$ cat src/sv/cle_pkg.sv
// Shared types and constants for the console line editor with history.
// No dependencies; cle_ctrl, cle_dp and the top level import this package.
package cle_pkg;

    typedef enum logic [2:0] {
        KIND_ECHO   = 3'd0,
        KIND_ERASE  = 3'd1,
        KIND_RECALL = 3'd2,
        KIND_COMMIT = 3'd3,
        KIND_EMPTY  = 3'd4,
        KIND_FULL   = 3'd5,
        KIND_STORED = 3'd6
    } kind_t;

    typedef enum logic {
        OP_CONSOLE = 1'b0,
        OP_READ    = 1'b1
    } op_t;

    typedef struct packed {
        logic       op;
        logic [7:0] rx_byte;
        logic       packet_start;
        logic [1:0] read_slot;
        logic [6:0] read_position;
    } in_word_t;

    typedef struct packed {
        logic [2:0] kind;
        logic [7:0] out_byte;
        logic [6:0] char_count;
        logic [1:0] slot;
        logic       last;
    } out_word_t;

    localparam logic [7:0] CH_CTRL_D = 8'h04;
    localparam logic [7:0] CH_LF     = 8'h0A;
    localparam logic [7:0] CH_CR     = 8'h0D;
    localparam logic [7:0] CH_BS     = 8'h08;
    localparam logic [7:0] CH_ESC    = 8'h1B;
    localparam logic [7:0] CH_LBRKT  = 8'h5B;
    localparam logic [7:0] CH_UP     = 8'h41;
    localparam logic [7:0] CH_DOWN   = 8'h42;

    typedef enum logic [1:0] {
        ESC_NONE    = 2'd0,
        ESC_SEEN    = 2'd1,
        ESC_BRACKET = 2'd2
    } esc_t;

    typedef enum logic [2:0] {
        ACT_NONE,
        ACT_EMIT,
        ACT_READ,
        ACT_COMMIT,
        ACT_RECALL
    } act_t;

    typedef enum logic [2:0] {
        S_IDLE,
        S_EXEC,
        S_READ,
        S_ERASE,
        S_RECALL,
        S_COPY_C,
        S_COPY_R
    } state_t;

    typedef struct packed {
        logic latch;
        logic exec;
        logic emit_stored;
        logic emit_erase;
        logic emit_recall;
        logic copy_c;
        logic copy_r;
    } cmd_t;

    typedef struct packed {
        act_t act;
        logic out_free;
        logic line_busy;
        logic copy_done;
    } stat_t;

endpackage

$ cat src/sv/cle_ctrl.sv
// Controller state machine of the line editor: sequences decode, result
// emission and line copies. Depends on cle_pkg.
module cle_ctrl (
    input  logic           clk,
    input  logic           rst_n,
    input  logic           in_valid,
    output logic           in_ready,
    input  cle_pkg::stat_t stat,
    output cle_pkg::cmd_t  cmd
);
    import cle_pkg::*;

    state_t state_reg, state_next;

    always_ff @(posedge clk or negedge rst_n)
    begin
        if (!rst_n)
        begin
            state_reg <= S_IDLE;
        end
        else
        begin
            state_reg <= state_next;
        end
    end

    always_comb
    begin
        state_next = state_reg;
        case (state_reg)
            S_IDLE:
            begin
                if (in_valid)
                begin
                    state_next = S_EXEC;
                end
            end
            S_EXEC:
            begin
                case (stat.act)
                    ACT_EMIT:   if (stat.out_free) state_next = S_IDLE;
                    ACT_COMMIT: if (stat.out_free) state_next = S_COPY_C;
                    ACT_READ:   state_next = S_READ;
                    ACT_RECALL: state_next = S_ERASE;
                    default:    state_next = S_IDLE;
                endcase
            end
            S_READ:
            begin
                if (stat.out_free)
                begin
                    state_next = S_IDLE;
                end
            end
            S_ERASE:
            begin
                if (!stat.line_busy || stat.out_free)
                begin
                    state_next = S_RECALL;
                end
            end
            S_RECALL:
            begin
                if (stat.out_free)
                begin
                    state_next = S_COPY_R;
                end
            end
            S_COPY_C, S_COPY_R:
            begin
                if (stat.copy_done)
                begin
                    state_next = S_IDLE;
                end
            end
            default: state_next = S_IDLE;
        endcase
    end

    always_comb
    begin
        cmd      = '0;
        in_ready = 1'b0;
        case (state_reg)
            S_IDLE:
            begin
                in_ready  = 1'b1;
                cmd.latch = in_valid;
            end
            S_EXEC:
            begin
                case (stat.act)
                    ACT_EMIT, ACT_COMMIT: cmd.exec = stat.out_free;
                    default:              cmd.exec = 1'b1;
                endcase
            end
            S_READ:   cmd.emit_stored = stat.out_free;
            S_ERASE:  cmd.emit_erase  = stat.line_busy && stat.out_free;
            S_RECALL: cmd.emit_recall = stat.out_free;
            S_COPY_C: cmd.copy_c      = 1'b1;
            S_COPY_R: cmd.copy_r      = 1'b1;
            default:  cmd             = '0;
        endcase
    end
endmodule

$ cat config.mk
export PLATFORM = sky130hd
export DESIGN_NAME = cle_ctrl
export DESIGN_NICKNAME = d
export VERILOG_FILES = /design/src/sv/cle_pkg.sv /design/src/sv/cle_ctrl.sv
export SDC_FILE = /design/constraint.sdc
export NUM_CORES = 1
export LEC_CHECK = 0
export BUFFER_PORTS_ARGS = -buffer_cell sky130_fd_sc_hd__buf_2
export CORE_AREA = 2 2 39 41
export CTS_CLUSTER_DIAMETER = 30
export DETAILED_ROUTE_END_ITERATION = 10
export DIE_AREA = 0 0 41 43
export HOLD_SLACK_MARGIN = 0.1
export SYNTH_ARGS = -nofsm -noshare
export SYNTH_HDL_FRONTEND = slang
export SYNTH_SLANG_ARGS = --single-unit
$ cat constraint.sdc
create_clock -name clk -period 1.2 [get_ports clk]
set_input_delay 0.12 -clock clk [delete_from_list [all_inputs] [get_ports clk]]
set_output_delay 0.12 -clock clk [all_outputs]
set_load 0.02 [all_outputs]
==> results.md <==
- Outcome: complete, but fails checks
- Failing checks: negative setup slack
- Die width: 41 um
- GRT overflow: 0
- Post-synthesis cell type count: 28
- Layout cells sized above 1: 0.6548
- Placer congestion estimate: 0.8465
- Relative slew slack: 0.8202
- Via density per instance: 5.110
- Total Die Area: 0.001763 mm^2
- WP data arrival: 1.26 ns
- Endpoints failing setup: 10
- Post-Synthesis Cells: 50
- Core box area: 0.001384 mm^2
- First-pass DRT Iterations: 4
- CTS root buf: clkbuf_4
- Tot GR Track Use: 0.1583
- Post-synth ARST share: 1.000
- Clock Path Buffers: 2
- H-Tree Depth: 1
- Critical path capture point type: primary output
- Initial drt markers: 12
- Synth Flop Type: dfrtp_1
- Yosys warning count: 0
- Fin nets: 94
- Synth-to-Final Area Change: 100.3%
- Sequential area share after synthesis: 0.1980
- Final count of hold timing violations: 0
- Die H: 43 um
- WL final: 1289 um
- Synth Register Bits: 3
- Fin crit share: 1.148
- Initial antenna violation count: 0
- Initial core utilization: 0.2740
- CP required: 1.08 ns
- Syn Nets: 59
- Number of global-route vias before repair: 457
- First-pass GRT wire length: 1918 um
- DR vias: 511
- Clk_lat worst skew: 0.23 ns
- CTS Buf Count: 3
- Clock Skew: 0.002561 ns
- EDFF count, synth: 0
- Pwr/cell area: 2142 mW/mm^2
- Ant. Diodes: 0
- DR WL/cell: 12.89 um
- Critical path class: register to primary output
- Setup TNS: -1.267 ns
- Rows: 14
- Startpoint Class: register
- Crit path launch: state_reg[0]
- Mean post-synth cell area: 7.582 um^2
- Reg clk slew, reported paths: 0.04 ns
- Slew Limit Fails: 0
- Max FO, Critical Path: 5
- Clock Sink Count: 3
- Hpwl dp: 789.7 um
- Max cap viols: 0
- Worst Tran Pin Value: 0.2674 ns
- CTS tree: yes
- Min-delay worst type: input pin to async pin
- Fmax: 725.7 MHz
- Min Tclk post-route: 1.378 ns
- Final WS setup: -0.1779 ns
- Port-buffer cells: 16
- Dpl ws: -0.05000 ns
- Maximum VDD drop: 0.001069 V
- Largest net degree at the start of global routing: 8
- Max reg flops: 3
- Total power: 1.627 mW
- Antenna Violating Nets Remaining: 0
- Io pins: 17
- Unrepaired setup endpoints after global routing: yes
- Final instance area: 759.5 um^2
- Drt drc: 0
- Worst r2r src: state_reg[1]
- Lkg Pwr: 0.3320 nW
- Placed cell area: 549.3 um^2
- Post-Syn Area: 379.1 um^2
## cells by family (layout without fill, tap and decap cells)
kind of cell    count (synthesis)  count (layout)  synth area share
compound gates                 14              14            0.2673
xor+xnor                        1               1           0.02311
buf+inv                         8              42            0.1254
flops                           3               3            0.1980
mux                             1               1           0.02970
simple gates                   23              23            0.3565
## where the power goes
| part | leakage (nW) | internal, mW | total (mW) | switching [mW] |
|---|---|---|---|---|
| Clock | 0.0150 | 0.125 | 0.180 | 0.0550 |
| Sequential | 0.0346 | 0.149 | 0.228 | 0.0785 |
| Combinational | 0.282 | 0.672 | 1.22 | 0.547 |
| Total | 0.332 | 0.946 | 1.63 | 0.681 |
## cell usage in the layout, fill, tap and decap left out, types with 2 or more instances in the layout
cell type,synthesis,routed
a21oi_1,3,2
a31oi_1,2,2
and3_4,0,2
buf_2,2,8
buf_4,0,12
buf_6,2,13
clkbuf_4,0,3
dfrtp_2,0,3
inv_1,4,3
nand2_1,2,2
nor2_1,4,3
nor3_1,4,2
o21ai_1,1,2
## critical path, cell delays in order, from the launching register on
cell,delay (ns)
dfrtp_2,0.46
buf_6,0.14
nor4b_2,0.25
buf_4,0.18
## repair_timing
action	CTS	global route
pin swaps	3	5
endpoints found under the setup margin	10	11
gates resized for setup	26	11
endpoints found under the hold margin	3	0
hold buffers	1	0
setup buffers	5	3
gates cloned	0	0
## worst paths after layout
path | endpoint | slack (ns) | cells after the start
worst max-delay path | cmd[4] | -0.18 | 3
worst max register to register | state_reg[0] | -0.15 | 5
worst min-delay path | state_reg[0] | 0.21 | 2
min in group clk | state_reg[2] | 0.29 | 3
worst min register to register | state_reg[0] | 0.74 | 4
max in group asynchronous | state_reg[2] | 0.87 | 2
## metrics by stage
stage / instances / utilization / hold WS [ns]
after floorplan: 50 / - / -0.1756
after global placement: 88 / 0.3969 / -0.08223
after detailed placement: 88 / 0.3969 / -0.08238
after CTS: 98 / 0.5127 / 0.2000
after global routing: 100 / 0.5488 / 0.2176
final: 100 / 0.5488 / 0.2063
## layout make-up
cell class	instances	area [um^2]
tap	16	20.02
timing repair buffer	34	286.5
inverter	4	17.52
clock buffer	4	26.28
multi-input combinational	39	330.3
sequential	3	78.83
fill	130	624.3
## metal layers
| layer | global-route usage | share of wire |
|---|---|---|
| met5 | 0 | 0 |
| met4 | 0.08000 | 0 |
| met3 | 0.01571 | 0.051 |
| met2 | 0.2375 | 0.54 |
| met1 | 0.2141 | 0.41 |
## cell usage after synthesis, drive strengths merged, types with 3 or more instances
library cell  number  area (um^2)
nor3               4        20.02
nor2               4        15.01
inv                4        15.01
a21oi              3        15.01
buf                4        32.53
o21ai              3        15.01
dfrtp              3        75.07
(Power assumes the default switching activity.)
